## config.mk

```make
export PLATFORM = sky130hd
export DESIGN_NAME = multilevel_priority_queue
export DESIGN_NICKNAME = d
export VERILOG_FILES = /design/src/mlpq_pkg.sv /design/src/multilevel_priority_queue.sv /design/src/mlpq_tag_store.sv /design/src/mlpq_level_ctrl.sv /design/src/mlpq_head_select.sv
export SDC_FILE = /design/constraint.sdc
export NUM_CORES = 2
export LEC_CHECK = 0
export CORE_AREA = 2 2 459 461
export CTS_BUF_LIST = sky130_fd_sc_hd__clkbuf_16
export CTS_CLUSTER_DIAMETER = 150
export DETAILED_ROUTE_END_ITERATION = 10
export DIE_AREA = 0 0 461 463
export DONT_BUFFER_PORTS = 1
export GPL_TIMING_DRIVEN = 0
export PLACE_DENSITY = 0.59
export SYNTH_ARGS = -nofsm -noshare
export SYNTH_HDL_FRONTEND = slang
export SYNTH_HIERARCHICAL = 1
export SYNTH_SLANG_ARGS = --single-unit
```

## constraint.sdc

```tcl
create_clock -name clock -period 6.9 [get_ports clock]
set_input_delay 0.345 -clock clock [delete_from_list [all_inputs] [get_ports clock]]
set_output_delay 0.345 -clock clock [all_outputs]
set_load 0.03 [all_outputs]
```

## src/mlpq_pkg.sv

```systemverilog
// Shared constants, types and helpers of the multilevel priority queue.
`default_nettype none
package mlpq_pkg;

   localparam int LEVELS    = 8;
   localparam int DEPTH     = 16;
   localparam int INFO_BITS = 16;

   localparam int LVL_W  = (LEVELS > 1) ? $clog2(LEVELS) : 1;
   localparam int PTR_W  = (DEPTH > 1) ? $clog2(DEPTH) : 1;
   localparam int CNT_W  = $clog2(DEPTH + 1);
   localparam int ADDR_W = $clog2(LEVELS * DEPTH);

   localparam logic [2:0] MAX_PRIORITY_RESET = 3'd5;

   localparam logic KIND_INSERT = 1'b0;
   localparam logic KIND_REMOVE = 1'b1;

   typedef enum logic [1:0] {
      STATUS_OK      = 2'd0,
      STATUS_DROPPED = 2'd1,
      STATUS_FULL    = 2'd2,
      STATUS_EMPTY   = 2'd3
   } status_type;

   typedef logic [LVL_W-1:0]     level_type;
   typedef logic [PTR_W-1:0]     ptr_type;
   typedef logic [CNT_W-1:0]     count_type;
   typedef logic [INFO_BITS-1:0] tag_type;
   typedef logic [ADDR_W-1:0]    addr_type;

   typedef logic [LEVELS-1:0][CNT_W-1:0] count_vec_type;
   typedef logic [LEVELS-1:0][PTR_W-1:0] ptr_vec_type;
   typedef logic [LEVELS-1:0][INFO_BITS-1:0] tag_vec_type;

   // Outcome of one request, carried from the level update to head selection.
   typedef struct packed {
      status_type status;
      logic       set_head;    // front tag of level changes
      logic       from_store;  // new front tag comes from the tag store read
      level_type  level;
      tag_type    tag;
   } op_type;

   typedef struct packed {
      logic     wr_en;
      addr_type wr_addr;
      tag_type  wr_data;
      logic     rd_en;
      addr_type rd_addr;
   } mem_req_type;

   typedef struct packed {
      logic        valid;
      logic [2:0]  level;
      logic [15:0] info;
   } head_type;

   function automatic ptr_type ring_next(ptr_type p);
      return (p == PTR_W'(DEPTH - 1)) ? '0 : p + 1'b1;
   endfunction

   function automatic addr_type slot_addr(level_type l, ptr_type p);
      return ADDR_W'(l) * ADDR_W'(DEPTH) + ADDR_W'(p);
   endfunction

endpackage
`default_nettype wire

```

## src/multilevel_priority_queue.sv

```systemverilog
// Top level of the multilevel priority queue: handshakes, config register, result register.
// Stages: level update and tag store read register on accept; head selection works on those
//   registers, and its result enters the result register when the selected stage advances.
// Throughput: one request per cycle while rsp_tready is high; a waiting result holds the
//   selected stage, and req_tready then follows rsp_tready in the same cycle.
// Reset (synchronous): clear counts and ring pointers, set max_priority to 5, keep tag store.
`default_nettype none
module multilevel_priority_queue (
   input  wire         clock,
   input  wire         reset,
   // config register
   input  wire         csr_wr_en,
   input  wire  [2:0]  csr_wr_data,   // max_priority
   // request channel
   input  wire         req_tvalid,
   output logic        req_tready,
   input  wire  [0:0]  req_tuser,     // [0] kind
   input  wire  [23:0] req_tdata,     // [2:0] priority_req, [18:3] info, [23:19] zero
   // result channel
   output logic        rsp_tvalid,
   input  wire         rsp_tready,
   output logic [23:0] rsp_tdata      // [1:0] status, [2] head_valid, [5:3] head_priority,
                                      // [21:6] head_info, [23:22] zero
);

   logic [2:0] max_priority_ff;

   logic s1_valid_ff, s1_valid_in;
   logic rsp_valid_ff, rsp_valid_in;
   logic [23:0] rsp_data_ff;

   logic accept;
   logic advance;

   mlpq_pkg::op_type        op;
   mlpq_pkg::count_vec_type counts;
   mlpq_pkg::mem_req_type   mem_req;
   mlpq_pkg::tag_type       rd_data;
   mlpq_pkg::head_type      head;

   // Hold max_priority until the next write.
   always_ff @(posedge clock) begin
      if (reset) begin
         max_priority_ff <= mlpq_pkg::MAX_PRIORITY_RESET;
      end else if (csr_wr_en) begin
         max_priority_ff <= csr_wr_data;
      end
   end

   // Advance the selected stage into the result register whenever that register is free
   // or being emptied; take a new request whenever the selected stage moves on.
   assign advance    = s1_valid_ff && (!rsp_valid_ff || rsp_tready);
   assign req_tready = !s1_valid_ff || advance;
   assign accept     = req_tvalid && req_tready;

   always_comb begin
      s1_valid_in = s1_valid_ff;
      if (accept) begin
         s1_valid_in = 1'b1;
      end else if (advance) begin
         s1_valid_in = 1'b0;
      end

      rsp_valid_in = rsp_valid_ff;
      if (advance) begin
         rsp_valid_in = 1'b1;
      end else if (rsp_tready) begin
         rsp_valid_in = 1'b0;
      end
   end

   always_ff @(posedge clock) begin
      if (reset) begin
         s1_valid_ff  <= 1'b0;
         rsp_valid_ff <= 1'b0;
      end else begin
         s1_valid_ff  <= s1_valid_in;
         rsp_valid_ff <= rsp_valid_in;
      end
   end

   // Update counts and pointers, write or read the tag store in the accept cycle.
   mlpq_level_ctrl u_level_ctrl (
      .clock        (clock),
      .reset        (reset),
      .accept       (accept),
      .kind         (req_tuser[0]),
      .priority_req (req_tdata[2:0]),
      .info         (req_tdata[18:3]),
      .max_priority (max_priority_ff),
      .op           (op),
      .counts       (counts),
      .mem_req      (mem_req)
   );

   mlpq_tag_store u_tag_store (
      .clock   (clock),
      .mem_req (mem_req),
      .rd_data (rd_data)
   );

   // Pick the highest non-empty level and its front tag after the request.
   mlpq_head_select u_head_select (
      .clock    (clock),
      .op_valid (s1_valid_ff),
      .advance  (advance),
      .op       (op),
      .counts   (counts),
      .rd_data  (rd_data),
      .head     (head)
   );

   // Hold the result until the consumer takes it.
   always_ff @(posedge clock) begin
      if (advance) begin
         rsp_data_ff <= {2'b00, head.info, head.level, head.valid, op.status};
      end
   end

   assign rsp_tvalid = rsp_valid_ff;
   assign rsp_tdata  = rsp_data_ff;

endmodule
`default_nettype wire

```

## src/mlpq_tag_store.sv

```systemverilog
// Tag store: one memory of LEVELS*DEPTH tags with a registered read port.
`default_nettype none
module mlpq_tag_store (
   input  wire                   clock,
   input  mlpq_pkg::mem_req_type mem_req,
   output mlpq_pkg::tag_type     rd_data
);

   mlpq_pkg::tag_type mem [mlpq_pkg::LEVELS * mlpq_pkg::DEPTH];
   mlpq_pkg::tag_type rd_data_ff;

   always_ff @(posedge clock) begin
      if (mem_req.wr_en) begin
         mem[mem_req.wr_addr] <= mem_req.wr_data;
      end
   end

   always_ff @(posedge clock) begin
      if (mem_req.rd_en) begin
         rd_data_ff <= mem[mem_req.rd_addr];
      end
   end

   assign rd_data = rd_data_ff;

endmodule
`default_nettype wire

```

## src/mlpq_level_ctrl.sv

```systemverilog
// Level control: per-level counts and ring pointers, request status, store access.
`default_nettype none
module mlpq_level_ctrl (
   input  wire                     clock,
   input  wire                     reset,
   input  wire                     accept,
   input  wire                     kind,
   input  wire  [2:0]              priority_req,
   input  wire  [15:0]             info,
   input  wire  [2:0]              max_priority,
   output mlpq_pkg::op_type        op,
   output mlpq_pkg::count_vec_type counts,
   output mlpq_pkg::mem_req_type   mem_req
);

   mlpq_pkg::count_vec_type count_ff, count_in;
   mlpq_pkg::ptr_vec_type   head_ptr_ff, head_ptr_in;
   mlpq_pkg::ptr_vec_type   tail_ptr_ff, tail_ptr_in;
   mlpq_pkg::op_type        op_ff, op_in;

   logic                  lvl_ok;
   mlpq_pkg::level_type   idx;
   mlpq_pkg::count_type   cnt;
   mlpq_pkg::ptr_type     hp;
   mlpq_pkg::ptr_type     tp;
   mlpq_pkg::tag_type     tag;
   logic [63:0]           info_wide;

   always_comb begin
      lvl_ok    = (32'(priority_req) < mlpq_pkg::LEVELS);
      idx       = mlpq_pkg::LVL_W'(priority_req);
      cnt       = count_ff[idx];
      hp        = head_ptr_ff[idx];
      tp        = tail_ptr_ff[idx];
      info_wide = 64'(info);
      tag       = info_wide[mlpq_pkg::INFO_BITS-1:0];

      count_in    = count_ff;
      head_ptr_in = head_ptr_ff;
      tail_ptr_in = tail_ptr_ff;

      op_in.status     = mlpq_pkg::STATUS_OK;
      op_in.set_head   = 1'b0;
      op_in.from_store = 1'b0;
      op_in.level      = idx;
      op_in.tag        = tag;

      mem_req.wr_en   = 1'b0;
      mem_req.wr_addr = mlpq_pkg::slot_addr(idx, tp);
      mem_req.wr_data = tag;
      mem_req.rd_en   = 1'b0;
      mem_req.rd_addr = mlpq_pkg::slot_addr(idx, mlpq_pkg::ring_next(hp));

      if (kind == mlpq_pkg::KIND_INSERT) begin
         priority if (priority_req > max_priority || !lvl_ok) begin
            op_in.status = mlpq_pkg::STATUS_DROPPED;
         end else if (cnt == mlpq_pkg::CNT_W'(mlpq_pkg::DEPTH)) begin
            op_in.status = mlpq_pkg::STATUS_FULL;
         end else begin
            mem_req.wr_en    = accept;
            tail_ptr_in[idx] = mlpq_pkg::ring_next(tp);
            count_in[idx]    = cnt + 1'b1;
            op_in.set_head   = (cnt == '0);
         end
      end else begin
         priority if (!lvl_ok || cnt == '0) begin
            op_in.status = mlpq_pkg::STATUS_EMPTY;
         end else begin
            mem_req.rd_en    = accept;
            head_ptr_in[idx] = mlpq_pkg::ring_next(hp);
            count_in[idx]    = cnt - 1'b1;
            op_in.set_head   = (cnt != mlpq_pkg::CNT_W'(1));
            op_in.from_store = 1'b1;
         end
      end
   end

   always_ff @(posedge clock) begin
      if (reset) begin
         count_ff    <= '0;
         head_ptr_ff <= '0;
         tail_ptr_ff <= '0;
      end else if (accept) begin
         count_ff    <= count_in;
         head_ptr_ff <= head_ptr_in;
         tail_ptr_ff <= tail_ptr_in;
      end
   end

   always_ff @(posedge clock) begin
      if (accept) begin
         op_ff <= op_in;
      end
   end

   assign op     = op_ff;
   assign counts = count_ff;

endmodule
`default_nettype wire

```

## src/mlpq_head_select.sv

```systemverilog
// Head selection: per-level front tags and the priority encoder over levels.
`default_nettype none
module mlpq_head_select (
   input  wire                     clock,
   input  wire                     op_valid,
   input  wire                     advance,
   input  mlpq_pkg::op_type        op,
   input  mlpq_pkg::count_vec_type counts,
   input  mlpq_pkg::tag_type       rd_data,
   output mlpq_pkg::head_type      head
);

   mlpq_pkg::tag_vec_type front_ff, front_in;
   logic                  found;
   mlpq_pkg::level_type   sel;
   logic [63:0]           tag_wide;

   always_comb begin
      front_in = front_ff;
      if (op_valid && op.set_head) begin
         front_in[op.level] = op.from_store ? rd_data : op.tag;
      end

      found = 1'b0;
      sel   = '0;
      for (int l = 0; l < mlpq_pkg::LEVELS; l++) begin
         if (counts[l] != '0) begin
            found = 1'b1;
            sel   = mlpq_pkg::LVL_W'(l);
         end
      end

      tag_wide   = 64'(front_in[sel]);
      head.valid = found;
      head.level = found ? 3'(sel) : 3'd0;
      head.info  = found ? tag_wide[15:0] : 16'd0;
   end

   always_ff @(posedge clock) begin
      if (advance) begin
         front_ff <= front_in;
      end
   end

endmodule
`default_nettype wire
```

# Yosys cells after proc, flatten, opt, wreduce, memory -nomap -nowiden
# Memories as Yosys holds them, arrays and structs flattened. A register that Yosys moved wholly into a read port is not among the register bits.
# Cells that the tools add are included.
# classes
muxes,60
n_bitwise,4
n_reduce_logical,23
n_lt_le_gt_ge,6
add_sub_neg,6
n_eq_ne,7
# ops
op,count
40-bit 2-to-1 mux,4
128-bit bitwise mux,1
128-bit 2-to-1 mux,1
40-bit bitwise mux,2
32-bit bitwise mux,2
16-bit binary-select mux with 3-bit select,1
16-bit demux with 3-bit select,1
16-bit 2-to-1 mux,3
5-bit nonzero test,8
4-bit binary-select mux with 3-bit select,2
1-bit 2-to-1 mux,22
4-bit 2-to-1 mux,5
5-bit binary-select mux with 3-bit select,1
5-bit demux with 3-bit select,1
3-bit 2-to-1 mux,5
7-bit by 4-bit adder with 7-bit output,2
4-bit demux with 3-bit select,1
3-bit by 4-bit < comparator with 1-bit output (second input constant),3
2-bit 2-to-1 mux,6
5-bit 2-to-1 mux,2
4-bit by 1-bit adder with 4-bit output (second input constant),2
4-bit == test (second input constant),2
4-bit AND reduction,2
3-bit by 1-bit >= comparator with 1-bit output (second input constant),2
other kinds (13),25
# totals
regBits,282
out_inout_bits,26
mem_bits_rw,2048
n_memories,1
inputBits,33
elab_cells,149
# memory_table
memory,words,width,read_ports,rd_ports_with_merged_regs,wr,line,text
u_tag_store.mem,128,16,1,1,1,mlpq_tag_store.sv:9,mlpq_pkg::tag_type mem [mlpq_pkg::LEVELS * mlpq_pkg::DEPTH];

# Depth between registers and ports, before layout
# depth
ltp_word,10
depth_mapped,16
mapped_depth_nobuf,10

# Modules after synthesis
# The synthesis kept the hierarchy.
# modules_own_cells
module,seq_area_each_um2,n_inst,cells_per_inst,area_each_um2
mlpq_tag_store,61979.4,1,3086,78683.0
mlpq_head_select,3843.7,1,654,7059.3
mlpq_level_ctrl,2772.7,1,611,6582.6
multilevel_priority_queue,760.7,1,44,867.1

# Worst setup path before layout
# No wires, ideal clock.
# synth_path
path_kind,input to register
from,input req_tdata[1]
to,"register u_tag_store.rd_data_ff[0] (netlist: u_tag_store/rd_data[0]), read port of u_tag_store.mem, data pin"
path_stages,16
required_time_ps,6640
setup_time_ps,260
n_path_buf,7
slack_ps,1985
arrival_time_ps,4655
cell_sequence,buf_2 buf_6 buf_4 buf_4 mux2i_1 o22a_1 o221ai_1 ha_1 xnor2_1 clkbuf_1 clkbuf_1 buf_1 mux4_2 mux4_2 mux4_2 mux2_2
# synth_lines
item,line,text
start: declaration,multilevel_priority_queue.sv:18,"input wire [23:0] req_tdata,"
end: declaration,mlpq_tag_store.sv:10,mlpq_pkg::tag_type rd_data_ff;

==> flow_summary.toml <==
[power]
total_power_mw = 29.2
power_leakage_nw = 34.0
powerDensity_nw_per_um2 = 273
ir_drop_v = 0.000278

[critical_path]
r2r_setup_slack_ns = 0.25
cpPeakStageDelay_ns = 0.96
cp_data_arrival_time_ns = 7.39
worstPathRequired_ns = 7.50
crit_fanout = 10
path_common_cell = "mux4_2"
start_kind = "input pin"
crit_chain = "buf_2 > buf_6 > buf_4 > buf_4 > mux2i_1 > o22a_1 > o221ai_1 > ha_1 > xnor2_1 > clkbuf_2 > clkbuf_1 > clkbuf_1 > mux4_2 > mux4_2 > mux4_2 > mux2_2"
critPathSlowestCell = "clkbuf_1"
path_class = "in2reg"
end_kind = "flop"

[route]
ant_nets = 0
drt-initial-drc-count = 5893
highest_layer = "met5"
routed-via-count = 46100
m1WireLength_mm = 98.7
via_per_inst = 5.91
drc = 0
dr.pass1.iters = 6
wl_met2_mm = 114
wl_met3_mm = 18.8
routed_wirelength_mm = 237
wl_per_cell_um = 30.4

[clock_tree]
cts.sinks = 2346
clockRootBuffer = "clkbuf_16"
cts-buffers-inserted = 231
cts_tree = "done"
insertion_delay_ns = 0.88
htreeDepth = 4
clockBufferDepth = 3
clk_pin_slew_ns = 0.06

[final_layout]
layout.nets = 4843
final_util = 0.514
drive_gt1_frac = 0.293
area_growth_pct = 15.0
stdcell_count = 7802

[floorplanning]
die_area_um2 = 213000
core_um2 = 209000
rows = 168
die_w_um = 461
start_util = 0.447
die_h_um = 463
ios = 59

[global_routing]
antenna_found_initial = 18
overflow = 0
grt_max_degree = 129
grt_pass1_vias = 45800
track_usage = 0.222
grt_first_pass_wirelength_mm = 337

[yosys]
syn_avg_cell_area_um2 = 21.2
ys_ff_latch = 2346
async_flop_share = 0
ys.flop_type = "edfxtp_1"
yosysSeqAreaShare = 0.744
yosysMostFrequentCell = "edfxtp_1"
syn_inst = 4395
yosysWarnings = 6
ys_top_cells_by_area = "edfxtp_1 72%, mux4_2 16%, dfxtp_1 2.3%"
yosysTopAreaCell = "edfxtp_1"
synth_common_cells = "2237 x edfxtp_1, 680 x mux4_2, 255 x nor2_1"
synth_top_area_frac = 0.721
synth_edf_count = 2237
syn_area_um2 = 93200
synth.distinct_cells = 83

[place]
hpwl_mm = 157
io_buffers = 0
gp_congestion = 0.875
placed_cells = 7318

[min_path]
hold_class = "in2reg"

[sta]
fin_crit_sh = 0.984
fmax_ghz = 0.147
finalSetupViolations = 0
finalCriticalPeriod_ns = 6.79
setup_tns_ns = 0
hold_viol = 0
finalClockSkew_ns = 0.0317
relSlewSlack = 0.0525
drv_slew = 0
rsz0062_at_grt = "no"
worstMarginPinSlew_ns = 1.42

[status]
status = "finished, final reports clean"

[run]
drv_cap = 0
-- path summary, 6_finish.rpt --
kind | startpoint | end | cells after the start
hold reg to reg | u_level_ctrl/op[21] | rsp_tdata[0] | 0
hold / removal | req_tdata[11] | u_tag_store/mem[34][8] | 1
setup / recovery | req_tdata[1] | u_tag_store/rd_data[3] | 16
setup reg to reg | u_level_ctrl/head_ptr_ff[28] | u_tag_store/rd_data[3] | 12
-- worst max-delay path, delay by kind of cell --
family                   cells  cell delay [ns]
XOR/XNOR                     1             0.65
buffers and inverters        7             3.34
adder cells (fa/ha/maj)      1             0.32
multiplexers                 5             2.26
AO/OA/AOI/OAI                2             0.36
-- layer usage --
metal  up-vias  track usage
met5         -            0
met4         4       0.0608
met3       300       0.0393
met2      1920        0.350
met1     24800        0.319
li1      19100            -
-- per-stage QoR --
step                      instance area (um^2)  setup WS, ns  hold slack, ns
after floorplan                          93200          1.98           0.400
after global placement                   96700         -1.49           0.410
after detailed placement                 99000         -1.51           0.412
after CTS                               107000         0.185        0.000721
after global routing                    107000        0.0824          0.0407
final                                   107000         0.108          0.0445
-- cell usage in the layout (no fill, tap or decap), drive strengths merged, types with 36 or more instances in the layout --
cell type and instances:
a21oi 125, buf 273, clkbuf 354, clkinv 96
dfxtp 109, dlygate4sd3 42, edfxtp 2237, inv 152
mux2 45, mux2i 178, mux4 682, nand2 69
nand2b 49, nor2 260, nor3 49, o21ai 36
-- report_power, final --
part | leakage (nW) | internal (mW) | switching (mW) | total [mW]
logic | 9.09 | 0.395 | 0.836 | 1.23
clock network | 3.84 | 6.92 | 5.34 | 12.3
registers | 21.1 | 15.7 | 0.0548 | 15.7
total | 34.0 | 23.0 | 6.23 | 29.2
-- state kept, by name (all words and copies together) (netlist names), named ones only --
register                  flops
u_level_ctrl/counts          32
u_tag_store/rd_data          16
u_level_ctrl/op              23
u_tag_store/mem            2048
max_priority_ff               3
u_level_ctrl/tail_ptr_ff     32
rsp_tvalid                    1
rsp_tdata                    22
s1_valid_ff                   1
u_level_ctrl/head_ptr_ff     32
u_head_select/front_ff      128
-- repair_timing --
item | CTS | global route
buffers inserted | 0 | 0
hold endpoints to repair | 36 | 463
setup endpoints to repair | 16 | 0
resized for setup | 4 | 0
hold buffers | 29 | 13
-- cell families after synthesis --
kind of cell / Yosys count / share of synthesized area
AOI/OAI and AO/OA: 263 / 0.0194
xor gates and xnor gates: 4 / 0.000376
adders and majority gates: 9 / 0.00121
buffers and inverters: 347 / 0.0170
DFF: 2346 / 0.744
muxes: 905 / 0.190
other: 1 / 0.0000402
and+or+nand+nor: 520 / 0.0281
-- cell type report --
class | instances | area, um^2
Fill cell | 16600 | 101000
Multi-Input combinational cell | 1703 | 22600
Antenna cell | 2 | 5.00
Tap cell | 2805 | 3510
Sequential cell | 2346 | 69400
Timing Repair Buffer | 172 | 2730
Clock buffer | 231 | 5780
Clock inverter | 196 | 1590
Buffer | 267 | 1350
Inverter | 80 | 300
No activity file was read; power rests on OpenSTA's default activity.
